`src/design/lru_page_replacement_macros.svh`:
```
// Assertion macros shared by the LRU page replacement RTL.
// Each macro expands to a labeled concurrent assertion in simulation and
// to nothing when SYNTH is defined.
`ifndef LRU_PAGE_REPLACEMENT_MACROS_SVH
`define LRU_PAGE_REPLACEMENT_MACROS_SVH

`ifndef SYNTH
// Same-cycle implication: when ante holds, cons must hold on that edge.
`define LRUPR_ASSERT_IMPL(lbl, clk, rst_n, ante, cons) \
  lbl: assert property (@(posedge clk) disable iff (!rst_n) (ante) |-> (cons)) \
    else $error("lru page replacement check failed");
// Next-cycle implication: when ante holds, cons must hold on the following edge.
`define LRUPR_ASSERT_NEXT(lbl, clk, rst_n, ante, cons) \
  lbl: assert property (@(posedge clk) disable iff (!rst_n) (ante) |=> (cons)) \
    else $error("lru page replacement check failed");
`else
`define LRUPR_ASSERT_IMPL(lbl, clk, rst_n, ante, cons)
`define LRUPR_ASSERT_NEXT(lbl, clk, rst_n, ante, cons)
`endif

`endif

```
`src/design/lrupr_pkg.sv`:
```
`default_nettype none

package lrupr_pkg;

  localparam int unsigned PAGE_W   = 8;
  localparam int unsigned SLOT_W   = 3;
  localparam int unsigned FILL_W   = 4;
  localparam int unsigned TOTAL_W  = 16;
  localparam int unsigned CFG_W    = 4;

  localparam logic [CFG_W-1:0]   CFG_RESET = 4'd3;
  localparam logic [TOTAL_W-1:0] TOTAL_MAX = 16'hFFFF;

  // Sequencer states: wait for a reference, walk the LRU search down the
  // chain, then commit the update and the result.
  typedef enum logic [1:0] {
    ST_IDLE,
    ST_SCAN,
    ST_UPDATE
  } lrupr_state_t;

  // Per-cycle commands broadcast to every cell.
  typedef struct packed {
    logic clear;   // drop all recency ranks (start of a new run)
    logic touch;   // apply the recency update for the selected slot
    logic wr;      // also load the new page into the selected slot
  } lrupr_cell_ctl_t;

  // Handshake-side control from the sequencer.
  typedef struct packed {
    logic in_ready;
    logic commit;
  } lrupr_phase_t;

endpackage

`default_nettype wire

```
`src/design/lrupr_in_if.sv`:
```
`default_nettype none

interface lrupr_in_if;
  logic       valid;
  logic       ready;
  logic [7:0] page;
  logic       start_new;

  modport source (output valid, output page, output start_new, input ready);
  modport sink   (input valid, input page, input start_new, output ready);
endinterface

`default_nettype wire

```
`src/design/lrupr_out_if.sv`:
```
`default_nettype none

interface lrupr_out_if;
  logic        valid;
  logic        ready;
  logic        hit;
  logic [2:0]  slot;
  logic [3:0]  filled;
  logic [15:0] fault_total;
  logic [15:0] hit_total;

  modport source (output valid, output hit, output slot, output filled,
                  output fault_total, output hit_total, input ready);
  modport sink   (input valid, input hit, input slot, input filled,
                  input fault_total, input hit_total, output ready);
endinterface

`default_nettype wire

```
`src/design/lrupr_cell.sv`:
```
`default_nettype none

module lrupr_cell #(
  parameter int unsigned FRAMES = 8,
  parameter int unsigned IDX    = 0,
  localparam int unsigned RW = (FRAMES > 1) ? $clog2(FRAMES) : 1,
  localparam int unsigned SW = (FRAMES > 1) ? $clog2(FRAMES) : 1,
  localparam int unsigned CW = $clog2(FRAMES + 1)
) (
  input  wire                        clk,
  input  wire                        rst_n,
  input  lrupr_pkg::lrupr_cell_ctl_t ctl,
  input  wire [7:0]                  page,
  input  wire [SW-1:0]               slot,
  input  wire [CW-1:0]               old_rank,
  input  wire [CW-1:0]               filled,
  input  wire [CW-1:0]               filled_new,
  input  wire [CW-1:0]               lim,
  input  wire                        scan_has_in,
  input  wire [RW-1:0]               scan_rank_in,
  input  wire [SW-1:0]               scan_idx_in,
  output logic                       scan_has_out,
  output logic [RW-1:0]              scan_rank_out,
  output logic [SW-1:0]              scan_idx_out,
  output logic                       match,
  output logic [RW-1:0]              rank
);
  import lrupr_pkg::*;

  logic [7:0]    page_r;
  logic [RW-1:0] rank_r;
  logic [RW-1:0] rank_nxt;
  logic          sel;
  logic          in_lim;
  logic          take;

  assign sel    = (slot == SW'(IDX));
  assign in_lim = (CW'(IDX) < lim);
  assign match  = (CW'(IDX) < filled) && (page_r == page);
  assign rank   = rank_r;

  // Frames younger than the touched frame age by one; the touched frame
  // becomes most recent.
  always_comb begin
    rank_nxt = rank_r;
    if (ctl.clear) begin
      rank_nxt = '0;
    end else if (ctl.touch) begin
      if (sel) begin
        rank_nxt = '0;
      end else if ((CW'(IDX) < filled_new) && (CW'(rank_r) < old_rank)) begin
        rank_nxt = RW'(rank_r + 1'b1);
      end
    end
  end

  always_ff @(posedge clk) begin
    if (!rst_n) begin
      rank_r <= '0;
    end else begin
      rank_r <= rank_nxt;
    end
  end

  always_ff @(posedge clk) begin
    if (ctl.touch && ctl.wr && sel) begin
      page_r <= page;
    end
  end

  // One stage of the oldest-frame search; the first strictly older frame wins.
  assign take = in_lim && (!scan_has_in || (rank_r > scan_rank_in));

  always_ff @(posedge clk) begin
    scan_has_out  <= scan_has_in || in_lim;
    scan_rank_out <= take ? rank_r : scan_rank_in;
    scan_idx_out  <= take ? SW'(IDX) : scan_idx_in;
  end

endmodule

`default_nettype wire

```
`src/design/lrupr_ctrl.sv`:
```
`default_nettype none
`include "lru_page_replacement_macros.svh"

module lrupr_ctrl #(
  parameter int unsigned FRAMES = 8
) (
  input  wire                     clk,
  input  wire                     rst_n,
  input  wire                     in_fire,
  input  wire                     out_free,
  output lrupr_pkg::lrupr_phase_t phase
);
  import lrupr_pkg::*;

  localparam int unsigned NW = (FRAMES > 1) ? $clog2(FRAMES) : 1;
  localparam logic [NW-1:0] LAST_CNT = NW'(FRAMES - 1);

  lrupr_state_t  state_r, state_nxt;
  logic [NW-1:0] cnt_r, cnt_nxt;

  always_comb begin
    state_nxt = state_r;
    cnt_nxt   = cnt_r;
    case (state_r)
      ST_IDLE: begin
        cnt_nxt = '0;
        if (in_fire) begin
          state_nxt = ST_SCAN;
        end
      end
      ST_SCAN: begin
        cnt_nxt = NW'(cnt_r + 1'b1);
        if (cnt_r == LAST_CNT) begin
          state_nxt = ST_UPDATE;
        end
      end
      ST_UPDATE: begin
        if (out_free) begin
          state_nxt = ST_IDLE;
        end
      end
      default: begin
        state_nxt = ST_IDLE;
      end
    endcase
  end

  always_comb begin
    phase = '0;
    case (state_r)
      ST_IDLE:   phase.in_ready = 1'b1;
      ST_UPDATE: phase.commit   = out_free;
      default:   phase = '0;
    endcase
  end

  always_ff @(posedge clk) begin
    if (!rst_n) begin
      state_r <= ST_IDLE;
      cnt_r   <= '0;
    end else begin
      state_r <= state_nxt;
      cnt_r   <= cnt_nxt;
    end
  end

  `LRUPR_ASSERT_NEXT(a_one_item_at_a_time, clk, rst_n, in_fire, !phase.in_ready)
  `LRUPR_ASSERT_IMPL(a_full_scan, clk, rst_n, $rose(state_r == ST_UPDATE), $past(cnt_r) == LAST_CNT)

endmodule

`default_nettype wire

```
`src/design/lru_page_replacement.sv`:
```
// Sequencing: an accepted reference beat moves the block from IDLE to SCAN, which
// covers the oldest-frame search that moves one cell down the chain per cycle,
// then to UPDATE; a new reference is taken only after the commit, back in IDLE.
// Reset (rst_n, synchronous, active low): clears ranks, fill count, totals and
// the result valid flag, and sets the frame limit to 3; frame pages are not cleared.
`default_nettype none
`include "lru_page_replacement_macros.svh"

module lru_page_replacement #(
  parameter int unsigned FRAMES = 8
) (
  input  wire                   clk,
  input  wire                   rst_n,
  lrupr_in_if.sink              in_ch,
  lrupr_out_if.source           out_ch,
  input  wire                   cfg_we,
  input  wire [3:0]             cfg_wdata
);
  import lrupr_pkg::*;

  // Widths that follow from the frame count. A rank and a slot index need
  // log2(FRAMES) bits; counts and the limit must also hold FRAMES itself.
  localparam int unsigned RW = (FRAMES > 1) ? $clog2(FRAMES) : 1;
  localparam int unsigned SW = (FRAMES > 1) ? $clog2(FRAMES) : 1;
  localparam int unsigned CW = $clog2(FRAMES + 1);
  localparam int unsigned LW = (CW > CFG_W) ? CW : CFG_W;

  // Configuration register: the number of frames that may take new pages.
  logic [CFG_W-1:0] cfg_r;
  logic [CW-1:0]    lim;

  // Block state outside the cells.
  logic [CW-1:0]      filled_r, filled_nxt;
  logic [TOTAL_W-1:0] fault_r, fault_nxt;
  logic [TOTAL_W-1:0] hits_r, hits_nxt;
  logic [PAGE_W-1:0]  page_r;

  // Result register, which lets a new reference be taken while a result waits.
  logic               out_valid_r, out_valid_nxt;
  logic               res_hit_r;
  logic [SLOT_W-1:0]  res_slot_r;
  logic [FILL_W-1:0]  res_filled_r;
  logic [TOTAL_W-1:0] res_fault_r;
  logic [TOTAL_W-1:0] res_hits_r;

  lrupr_phase_t    phase;
  lrupr_cell_ctl_t cell_ctl;
  logic            in_fire;
  logic            out_free;

  // Per-cell outputs and the search chain; stage 0 is the empty seed.
  logic [FRAMES-1:0] match;
  logic [RW-1:0]     cell_rank [FRAMES];
  logic              scan_has  [FRAMES+1];
  logic [RW-1:0]     scan_rank [FRAMES+1];
  logic [SW-1:0]     scan_idx  [FRAMES+1];

  logic          found;
  logic          fill;
  logic [SW-1:0] hit_idx;
  logic [RW-1:0] hit_rank;
  logic [SW-1:0] slot_sel;
  logic [CW-1:0] old_rank;

  assign in_fire  = in_ch.valid && in_ch.ready;
  assign out_free = !out_valid_r || out_ch.ready;
  assign in_ch.ready = phase.in_ready;

  lrupr_ctrl #(.FRAMES(FRAMES)) u_ctrl (
    .clk      (clk),
    .rst_n    (rst_n),
    .in_fire  (in_fire),
    .out_free (out_free),
    .phase    (phase)
  );

  always_ff @(posedge clk) begin
    if (!rst_n) begin
      cfg_r <= CFG_RESET;
    end else if (cfg_we) begin
      cfg_r <= cfg_wdata;
    end
  end

  // A limit of zero acts as one frame, and a limit above FRAMES saturates.
  always_comb begin
    if (cfg_r == '0) begin
      lim = CW'(1);
    end else if (LW'(cfg_r) > LW'(FRAMES)) begin
      lim = CW'(FRAMES);
    end else begin
      lim = CW'(cfg_r);
    end
  end

  // The page is held for the whole search. A start flag clears the ranks,
  // the fill count and the totals on the accepting edge, so the search that
  // follows already sees the emptied set.
  always_ff @(posedge clk) begin
    if (in_fire) begin
      page_r <= in_ch.page;
    end
  end

  assign scan_has[0]  = 1'b0;
  assign scan_rank[0] = '0;
  assign scan_idx[0]  = '0;

  for (genvar j = 0; j < FRAMES; j++) begin : g_cell
    lrupr_cell #(.FRAMES(FRAMES), .IDX(j)) u_cell (
      .clk           (clk),
      .rst_n         (rst_n),
      .ctl           (cell_ctl),
      .page          (page_r),
      .slot          (slot_sel),
      .old_rank      (old_rank),
      .filled        (filled_r),
      .filled_new    (filled_nxt),
      .lim           (lim),
      .scan_has_in   (scan_has[j]),
      .scan_rank_in  (scan_rank[j]),
      .scan_idx_in   (scan_idx[j]),
      .scan_has_out  (scan_has[j+1]),
      .scan_rank_out (scan_rank[j+1]),
      .scan_idx_out  (scan_idx[j+1]),
      .match         (match[j]),
      .rank          (cell_rank[j])
    );
  end

  // Filled frames hold distinct pages, so at most one cell matches and the
  // index and rank of the hit can be gathered with a plain OR.
  always_comb begin
    hit_idx  = '0;
    hit_rank = '0;
    for (int j = 0; j < FRAMES; j++) begin
      if (match[j]) begin
        hit_idx  = hit_idx | SW'(j);
        hit_rank = hit_rank | cell_rank[j];
      end
    end
  end

  assign found = |match;
  assign fill  = !found && (filled_r < lim);

  // Pick the frame to touch. A hit refreshes its own frame. A miss fills the
  // next empty frame while the limit allows, and it then counts as older than
  // every frame so all filled frames age. Otherwise the oldest frame among
  // the first lim frames, found by the chain search, is replaced.
  always_comb begin
    if (found) begin
      slot_sel = hit_idx;
      old_rank = CW'(hit_rank);
    end else if (fill) begin
      slot_sel = SW'(filled_r);
      old_rank = CW'(FRAMES);
    end else begin
      slot_sel = scan_idx[FRAMES];
      old_rank = CW'(scan_rank[FRAMES]);
    end
  end

  always_comb begin
    cell_ctl.clear = in_fire && in_ch.start_new;
    cell_ctl.touch = phase.commit;
    cell_ctl.wr    = phase.commit && !found;
  end

  // Fill count and saturating totals.
  always_comb begin
    filled_nxt = filled_r;
    fault_nxt  = fault_r;
    hits_nxt   = hits_r;
    if (phase.commit) begin
      if (fill) begin
        filled_nxt = CW'(filled_r + 1'b1);
      end
      if (found) begin
        if (hits_r != TOTAL_MAX) begin
          hits_nxt = hits_r + 1'b1;
        end
      end else if (fault_r != TOTAL_MAX) begin
        fault_nxt = fault_r + 1'b1;
      end
    end
  end

  always_ff @(posedge clk) begin
    if (!rst_n) begin
      filled_r <= '0;
      fault_r  <= '0;
      hits_r   <= '0;
    end else if (in_fire && in_ch.start_new) begin
      filled_r <= '0;
      fault_r  <= '0;
      hits_r   <= '0;
    end else begin
      filled_r <= filled_nxt;
      fault_r  <= fault_nxt;
      hits_r   <= hits_nxt;
    end
  end

  // Result register. A commit only happens when the register is free or
  // being emptied on the same edge.
  always_comb begin
    out_valid_nxt = out_valid_r;
    if (phase.commit) begin
      out_valid_nxt = 1'b1;
    end else if (out_ch.ready) begin
      out_valid_nxt = 1'b0;
    end
  end

  always_ff @(posedge clk) begin
    if (!rst_n) begin
      out_valid_r <= 1'b0;
    end else begin
      out_valid_r <= out_valid_nxt;
    end
  end

  // The result fields, totals included, are captured on the commit edge and
  // held unchanged while the beat waits for the sink.
  always_ff @(posedge clk) begin
    if (phase.commit) begin
      res_hit_r    <= found;
      res_slot_r   <= SLOT_W'(slot_sel);
      res_filled_r <= FILL_W'(filled_nxt);
      res_fault_r  <= fault_nxt;
      res_hits_r   <= hits_nxt;
    end
  end

  assign out_ch.valid       = out_valid_r;
  assign out_ch.hit         = res_hit_r;
  assign out_ch.slot        = res_slot_r;
  assign out_ch.filled      = res_filled_r;
  assign out_ch.fault_total = res_fault_r;
  assign out_ch.hit_total   = res_hits_r;

  `LRUPR_ASSERT_IMPL(a_match_unique, clk, rst_n, 1'b1, $onehot0(match))
  `LRUPR_ASSERT_NEXT(a_hit_keeps_fill, clk, rst_n, phase.commit && found, filled_r == $past(filled_r))

endmodule

`default_nettype wire

```
`src/flat_wrapper.sv`:
```
// flat-port wrapper written by rule: the top's interface ports become plain ports
module lru_page_replacement_flat import lrupr_pkg::*;
#(
  parameter int unsigned FRAMES = 8
)
  (clk, rst_n, cfg_we, cfg_wdata, in_ch_valid, in_ch_page, in_ch_start_new, in_ch_ready, out_ch_valid, out_ch_hit, out_ch_slot, out_ch_filled, out_ch_fault_total, out_ch_hit_total, out_ch_ready);
  lrupr_in_if in_ch_i ();
  lrupr_out_if out_ch_i ();
  input  wire clk;
  input  wire rst_n;
  input  wire cfg_we;
  input  wire [3:0] cfg_wdata;
  input wire logic [$bits(in_ch_i.valid)-1:0] in_ch_valid;
  input wire logic [$bits(in_ch_i.page)-1:0] in_ch_page;
  input wire logic [$bits(in_ch_i.start_new)-1:0] in_ch_start_new;
  output wire logic [$bits(in_ch_i.ready)-1:0] in_ch_ready;
  output wire logic [$bits(out_ch_i.valid)-1:0] out_ch_valid;
  output wire logic [$bits(out_ch_i.hit)-1:0] out_ch_hit;
  output wire logic [$bits(out_ch_i.slot)-1:0] out_ch_slot;
  output wire logic [$bits(out_ch_i.filled)-1:0] out_ch_filled;
  output wire logic [$bits(out_ch_i.fault_total)-1:0] out_ch_fault_total;
  output wire logic [$bits(out_ch_i.hit_total)-1:0] out_ch_hit_total;
  input wire logic [$bits(out_ch_i.ready)-1:0] out_ch_ready;
  assign in_ch_i.valid = in_ch_valid;
  assign in_ch_i.page = in_ch_page;
  assign in_ch_i.start_new = in_ch_start_new;
  assign in_ch_ready = in_ch_i.ready;
  assign out_ch_valid = out_ch_i.valid;
  assign out_ch_hit = out_ch_i.hit;
  assign out_ch_slot = out_ch_i.slot;
  assign out_ch_filled = out_ch_i.filled;
  assign out_ch_fault_total = out_ch_i.fault_total;
  assign out_ch_hit_total = out_ch_i.hit_total;
  assign out_ch_i.ready = out_ch_ready;
  lru_page_replacement #(.FRAMES(FRAMES)) u_core (.clk(clk), .rst_n(rst_n), .in_ch(in_ch_i), .out_ch(out_ch_i), .cfg_we(cfg_we), .cfg_wdata(cfg_wdata));
endmodule
```
`config.mk`:
```
export PLATFORM = sky130hd
export DESIGN_NAME = lru_page_replacement_flat
export DESIGN_NICKNAME = d
export VERILOG_FILES = /design/src/design/lrupr_pkg.sv /design/src/design/lrupr_in_if.sv /design/src/design/lrupr_out_if.sv /design/src/design/lrupr_cell.sv /design/src/design/lrupr_ctrl.sv /design/src/design/lru_page_replacement.sv /design/src/flat_wrapper.sv
export VERILOG_INCLUDE_DIRS = /design/src /design/src/design
export SDC_FILE = /design/constraint.sdc
export NUM_CORES = 1
export LEC_CHECK = 0
export CAP_MARGIN = 15
export CORE_UTILIZATION = 55
export CTS_CLUSTER_SIZE = 30
export DETAILED_ROUTE_END_ITERATION = 8
export DONT_BUFFER_PORTS = 1
export GPL_ROUTABILITY_DRIVEN = 1
export HOLD_SLACK_MARGIN = 0.02
export PLACE_DENSITY = 0.71
export SYNTH_ARGS = -nofsm -noshare
export SYNTH_HDL_FRONTEND = slang
export SYNTH_SLANG_ARGS = --single-unit
```
`constraint.sdc`:
```
create_clock -name clk -period 4.02 [get_ports clk]
set_input_delay 0.201 -clock clk [delete_from_list [all_inputs] [get_ports clk]]
set_output_delay 0.201 -clock clk [all_outputs]
set_load 0.1 [all_outputs]
```
Yosys cells after proc, flatten, opt, wreduce, memory -nomap -nowiden:

Index checks and enable logic that the tools add are counted.
W data, S select, Z words.

* multiply operators: 0
* shift operators: 0
* divide/modulo/power cells: 0
* reduce and logical (&&, ||, !) cells: 83
* magnitude comparators: 41
* equal/unequal tests: 23
* add/subtract/negate cells: 12
* muxes and demuxes: 61
* bitwise logic cells: 8

Operators by type and width (count)
* $mux W3: 37
* $mux W16: 6
* $eq A8 B8 Y1: 8
* $lt A3 B4 Y1 const A: 12
* $logic_and A1 B1 Y1: 36
* $add A16 B1 Y16 const B: 2
* $lt A3 B4 Y1: 8
* $ne A16 B16 Y1 const B: 2
* $add A3 B1 Y3 const B: 9
* $lt A1 B4 Y1 const A: 6
* $lt A2 B4 Y1 const A: 6
* $mux W4: 6
* $gt A3 B3 Y1: 7
* $or A3 B3 Y3: 7
* $reduce_bool A2 Y1: 10
* $reduce_and A2 Y1: 8
* $eq A3 B3 Y1 const B: 5
* $logic_or A1 B1 Y1: 14
* $mux W2: 5
* $logic_not A1 Y1: 9
* $reduce_or A8 Y1: 1
* $eq A3 B2 Y1 const B: 2
* $pmux W2 S3: 1
* $pmux W3 S2: 1
* other kinds (15): 20

* latch bits: 0
* memories: 0
* logic and storage cells: 279
* register bits after elaboration: 230
* RAM bits: 0
* bits in read-only memories: 0

Depth between registers and ports, before layout:

* depth after elaboration: 22
* depth in mapped cells: 16
* mapped depth without buffers: 15

Modules after synthesis:

Synthesis repeated with hierarchy kept, for this count alone.

* cell total of the unflattened synthesis: 1018
* area, all modules: 11613.6 um^2

Modules (own cells, without submodules)
* lru_page_replacement: cells each 318, times used 1, area an instance 3895.0 um^2
* lrupr_cell at u_core.g_cell[7].u_cell: cells each 104, times used 1, area an instance 1027.2 um^2
* lrupr_cell at u_core.g_cell[3].u_cell: cells each 101, times used 1, area an instance 1012.2 um^2
* lrupr_cell at u_core.g_cell[5].u_cell: cells each 78, times used 1, area an instance 935.9 um^2
* lrupr_cell at u_core.g_cell[2].u_cell: cells each 76, times used 1, area an instance 907.1 um^2
* lrupr_cell at u_core.g_cell[4].u_cell: cells each 83, times used 1, area an instance 905.9 um^2
* lrupr_cell at u_core.g_cell[1].u_cell: cells each 75, times used 1, area an instance 895.9 um^2
* lrupr_cell at u_core.g_cell[6].u_cell: cells each 78, times used 1, area an instance 887.1 um^2
* lrupr_cell at u_core.g_cell[0].u_cell: cells each 76, times used 1, area an instance 870.8 um^2
* lrupr_ctrl: cells each 29, times used 1, area an instance 276.5 um^2

Worst setup path after synthesis:

Ideal clock, no wire load.

* path kind: reg-to-reg
* from: reg u_core.page_r[7]
* to: reg u_core.g_cell[6].u_cell.rank_r[2]
* arrival time: 3.885 ns
* setup time: 0.071 ns
* buffers on the path: 1
* required time: 3.949 ns
* cell stages (with the launch flop): 15
* setup slack: 0.065 ns
* cells stage by stage: edfxtp_1 -> buf_6 -> xor2_1 -> or4_4 -> nor4_4 -> nor4_2 -> and3_1 -> a21oi_1 -> ha_1 -> o21a_1 -> o21a_1 -> a32oi_2 -> nand2_1 -> or4_1 -> a21oi_1

* longest elaborated chain between the ends: 22
* elaborated cells on any way between the ends: 54

RTL lines
* start, declared: RTL line lru_page_replacement.sv:36 `logic [PAGE_W-1:0] page_r;`
* start signal, assigned: RTL line lru_page_replacement.sv:101 `page_r <= in_ch.page;`
* $eq A8 B8 Y1: RTL line lrupr_cell.sv:39 `assign match = (CW'(IDX) < filled) && (page_r == page);`
* $logic_and A1 B1 Y1: RTL line lrupr_cell.sv:39
* $mux W3: RTL line lru_page_replacement.sv:137 `if (match[j]) begin`
* $or A3 B3 Y3: RTL line lru_page_replacement.sv:139 `hit_rank = hit_rank | cell_rank[j];`
* $mux W3: RTL line lru_page_replacement.sv:137
* $or A3 B3 Y3: RTL line lru_page_replacement.sv:139
* $mux W3: RTL line lru_page_replacement.sv:137
* $or A3 B3 Y3: RTL line lru_page_replacement.sv:139
* [6 not listed]
* $mux W3: RTL line lru_page_replacement.sv:137
* $or A3 B3 Y3: RTL line lru_page_replacement.sv:139
* $mux W3: RTL line lru_page_replacement.sv:137
* $mux W4: RTL line lru_page_replacement.sv:152 `if (found) begin`
* $lt A3 B4 Y1: RTL line lrupr_cell.sv:51 `end else if ((CW'(IDX) < filled_new) && (CW'(rank_r) < old_rank)) begin`
* $logic_and A1 B1 Y1: RTL line lrupr_cell.sv:51
* $reduce_bool A2 Y1 (no source line)
* $reduce_and A2 Y1 (no source line)
* end signal, assigned: RTL line lrupr_cell.sv:61 `rank_r <= rank_nxt;`
* end, declared: RTL line lrupr_cell.sv:31 `logic [RW-1:0] rank_r;`

Several ways; a longest one is shown, not always the timed one.
A chain may end at the register's enable or synchronous reset.

Worst setup path after layout:

* from: reg u_core.filled_r[1]
* to: reg u_core.g_cell[1].u_cell.rank_r[0]

* longest elaborated chain between the ends: 22
* elaborated cells on any way between the ends: 56

RTL lines
* start, declared: RTL line lru_page_replacement.sv:33 `logic [CW-1:0] filled_r, filled_nxt;`
* start signal, assigned: RTL line lru_page_replacement.sv:199 `filled_r <= filled_nxt;`
* $lt A1 B4 Y1: RTL line lrupr_cell.sv:39
* $logic_and A1 B1 Y1: RTL line lrupr_cell.sv:39
* $mux W3: RTL line lru_page_replacement.sv:137
* $or A3 B3 Y3: RTL line lru_page_replacement.sv:139
* $mux W3: RTL line lru_page_replacement.sv:137
* $or A3 B3 Y3: RTL line lru_page_replacement.sv:139
* $mux W3: RTL line lru_page_replacement.sv:137
* $or A3 B3 Y3: RTL line lru_page_replacement.sv:139
* [6 not listed]
* $mux W3: RTL line lru_page_replacement.sv:137
* $or A3 B3 Y3: RTL line lru_page_replacement.sv:139
* $mux W3: RTL line lru_page_replacement.sv:137
* $mux W4: RTL line lru_page_replacement.sv:152
* $lt A3 B4 Y1: RTL line lrupr_cell.sv:51
* $logic_and A1 B1 Y1: RTL line lrupr_cell.sv:51
* $reduce_bool A2 Y1 (no source line)
* $reduce_and A2 Y1 (no source line)
* end signal, assigned: RTL line lrupr_cell.sv:61
* end, declared: RTL line lrupr_cell.sv:31

Several ways; a longest one is shown, not always the timed one.

==> results.txt <==
# IOs = 60
global-route wire length before repair = 35.76 mm
predominant post-synthesis flop cell = dfxtp_1
Max-Cap Viols = 0
Die ar. = 0.01982 mm^2
Setup TNS Final = 0 ns
Max IR drop VDD = 0.2882 mV
kind of end point of the critical path = flop
fin crit period = 3.804 ns
worst hold path type = in2reg
gpl congestion = 0.9520
post-synthesis cell type count = 69
final setup violating endpoints = 0
Crit path top cell by count = a21oi_1
crit path cell chain = a21oi_1 -> or4_4 -> nor4_4 -> a22o_2 -> a221oi_1 -> nand3_1 -> a21oi_1 -> buf_4 -> ha_1 -> or3_1 -> o221ai_1 -> and2_1 -> o21ai_1 -> a32o_1
first-pass iteration count of the detailed router = 5
clock buffer depth = 3
Worst Path Required = 4.43 ns
CP Buf/Inv Count = 1
Post-synth EDFFs = 112
final cycle utilization of the critical path = 94.62%
DIE WIDTH = 140.8 um
CP Data Arrival Time = 4.21 ns
layout cells sized above 1 = 12.24%
number of fill cells = 1418
Fin Clk Skew = 0.01325 ns
Inserted Clock Buffers = 24
flop and latch count out of synthesis = 230
CP startpoint kind = flop
Worst Tran Pin Value = 0.9211 ns
htree depth = 1
GRT overflow = 0
endpoints failing hold = 0
worst setup margin = 0.2165 ns
delay-heaviest family, CP = simple AND/OR/NAND/NOR gates
CP max stage delay = 0.56 ns
Hold WS = 0.1564 ns
wire length per cell = 17.31 um
P_leak = 4.425 nW
Seq/Total Area, Yosys = 54.05%
f_max = 262.9 MHz
Port Buffers = 0
DRC errors left = 0
Slew headroom = 38.72%
Starting DRT DRC Count = 589
Ys Warns = 0
initial antenna violation count = 0
critical path class = reg2reg
# nets final = 1083
Die Ht = 140.8 um
Placeable Area = 0.01877 mm^2
outcome = completed
clock root buffer = clkbuf_16
Starting Density = 56.45%
Pwr Total = 0.005184 W
via count = 7286
Critical Path Fanout Max = 7
RSZ-0062 raised after global routing = false
TritonCTS clock tree = built
syn nets = 1030
Mapped Cells = 958
Area Growth Syn to Fin = 14.86%
pin count of the biggest net entering global routing = 47
Max Slew Vio Count = 0
R2R Setup Slk = 0.22 ns
vias in the first global route = 6907
Post-synth ARST share = 0%
average instance area after synthesis = 11.06 um^2
Crit-path slowest cell = or4_4
Vias/cell = 5.769
DRT Wirelength = 21.86 mm
Power Density = 426.0 mW/mm^2
antenna-violating nets left = 0
CTS clk-pin slew, worst paths = 0.07 ns
GRT Total Usage = 22.68%
ant diodes = 0
Mapped Area = 0.01059 mm^2
clock net sink count = 230
worst skew pair latency = 0.52 ns
dpl hpwl = 15.33 mm
DP Worst Slack = 0.3267 ns
row cnt = 50
post-layout util = 64.83%
## timing repair
action,in CTS,in global routing
buffers inserted,0,6
hold endpoints to repair,18,0
endpoints found under the setup margin,0,2
hold buffers,18,0
gates resized for setup,0,1
## cell families (layout without fill, tap and decap cells)
group | Yosys count | after routing | synth area share, %
compound gates | 167 | 167 | 10.09
flops | 230 | 230 | 54.05
buf+inv | 74 | 145 | 3.342
mux | 26 | 26 | 2.622
simple gates | 317 | 317 | 16.13
fa+ha+maj | 54 | 54 | 6.378
xor+xnor | 89 | 89 | 7.358
other cells | 1 | 1 | 0.03540
## state kept, by name, indices dropped and copies added (netlist names)
signal and count:
u_core.out_ch.fault_total 16, u_core.out_ch.filled 4, u_core.page_r 8, u_core.u_ctrl.state_r 2, u_core.g_cell.u_cell.rank 24, u_core.g_cell.u_cell.scan_has_out 7, u_core.g_cell.u_cell.page_r 64, u_core.g_cell.u_cell.scan_idx_out 17
u_core.out_ch.valid 1, u_core.hits_r 16, u_core.fault_r 16, u_core.out_ch.hit 1, u_core.out_ch.slot 3, u_core.g_cell.u_cell.scan_rank_out 24, u_core.filled_r 4, u_core.u_ctrl.cnt_r 3
u_core.out_ch.hit_total 16, u_core.cfg_r 4
## final timing paths
path                                                              start                                 endpoint  depth (start not counted)
worst max-delay path                                 u_core.filled_r[1]          u_core.g_cell[1].u_cell.rank[0]                         14
worst min-delay path                                    in_ch_start_new          u_core.g_cell[2].u_cell.rank[0]                          3
worst max register to register                       u_core.filled_r[1]          u_core.g_cell[1].u_cell.rank[0]                         14
worst min register to register  u_core.g_cell[6].u_cell.scan_idx_out[0]  u_core.g_cell[7].u_cell.scan_idx_out[0]                          1
## area by class of cell
type                            count  area [um^2]  share of cell area [%]
Timing Repair Buffer               61        540.5                   4.442
Clock inverter                     15        252.7                   2.077
Sequential cell                   230         5725                   47.05
Clock buffer                       29        671.9                   5.522
Tap cell                          234        292.8                   2.406
Multi-Input combinational cell    654         4534                   37.26
Inverter                           40        150.1                   1.234
## placed cells by master (no fill, tap or decap), types with 3 or more instances in the layout
| master | instances |
|---|---|
| nor2b_1 | 18 |
| o221ai_1 | 5 |
| or3_1 | 8 |
| edfxtp_1 | 112 |
| dfxtp_1 | 118 |
| nor4_2 | 3 |
| a22oi_1 | 14 |
| mux2i_1 | 12 |
| nand2b_1 | 12 |
| a31oi_1 | 12 |
| nand2_1 | 54 |
| clkinv_1 | 5 |
| nand4b_1 | 4 |
| o21a_1 | 19 |
| nand4_1 | 25 |
| nor2_1 | 57 |
| or4_1 | 3 |
| and2_1 | 40 |
| nor4_1 | 8 |
| mux2_2 | 14 |
| nand3_1 | 38 |
| inv_1 | 37 |
| and3_1 | 7 |
| xor2_1 | 27 |
| buf_4 | 40 |
| dlygate4sd3_1 | 18 |
| a21oi_1 | 41 |
| o21ai_0 | 44 |
| or2_2 | 7 |
| bufinv_16 | 7 |
| xnor2_1 | 62 |
| buf_12 | 3 |
| nor3_1 | 22 |
| ha_1 | 54 |
| clkbuf_16 | 26 |
## Yosys cell counts (3+ instances only)
cell type / instances / area [um^2]
a21oi_1: 42 / 210.2
a22oi_1: 14 / 105.1
a31oi_1: 13 / 81.33
and2_1: 40 / 250.2
and3_1: 7 / 43.79
buf_2: 3 / 15.01
buf_4: 5 / 37.54
buf_6: 7 / 78.83
clkbuf_1: 18 / 67.56
dfxtp_1: 118 / 2362
edfxtp_1: 112 / 3363
ha_1: 54 / 675.7
inv_1: 38 / 142.6
mux2_2: 14 / 157.7
mux2i_1: 12 / 120.1
nand2_1: 54 / 202.7
nand2b_1: 12 / 75.07
nand3_1: 38 / 190.2
nand4_1: 25 / 156.4
nand4b_1: 4 / 35.03
nor2_1: 58 / 217.7
nor2b_1: 18 / 112.6
nor3_1: 22 / 110.1
nor4_1: 8 / 50.05
nor4_2: 3 / 37.54
o21a_1: 19 / 142.6
o21ai_0: 44 / 220.2
o221ai_1: 5 / 43.79
or2_2: 7 / 43.79
or3_1: 8 / 50.05
or4_1: 3 / 22.52
xnor2_1: 62 / 543.0
xor2_1: 27 / 236.5
## report_power, final
part | switching (W) | total [W] | leakage [nW] | internal [W]
sequential | 0.0000194 | 0.00249 | 1.93 | 0.00247
clock | 0.000899 | 0.00254 | 0.452 | 0.00164
combinational | 0.0000884 | 0.000159 | 2.04 | 0.0000707
## metrics by stage
step	cells	area [um^2]
2_1_floorplan	958	10590
3_3_place_gp	1195	10970
3_5_place_dp	1195	10970
4_1_cts	1257	12080
5_1_grt	1263	12170
6_report	1263	12170
## worst min-delay path, cell delays in order
cell and delay, ns:
a21o_1 0.09, buf_4 0.27, a21oi_1 0.06
## layer usage
metal	vias up	GRT usage [%]	routed length [um]
li1	3569	-	-
met1	3438	31.31	9999
met2	227	36.87	10040
met3	52	3.567	1234
met4	0	6.808	589
met5	-	0	0
Note: power is estimated with default switching activity, not from simulation.
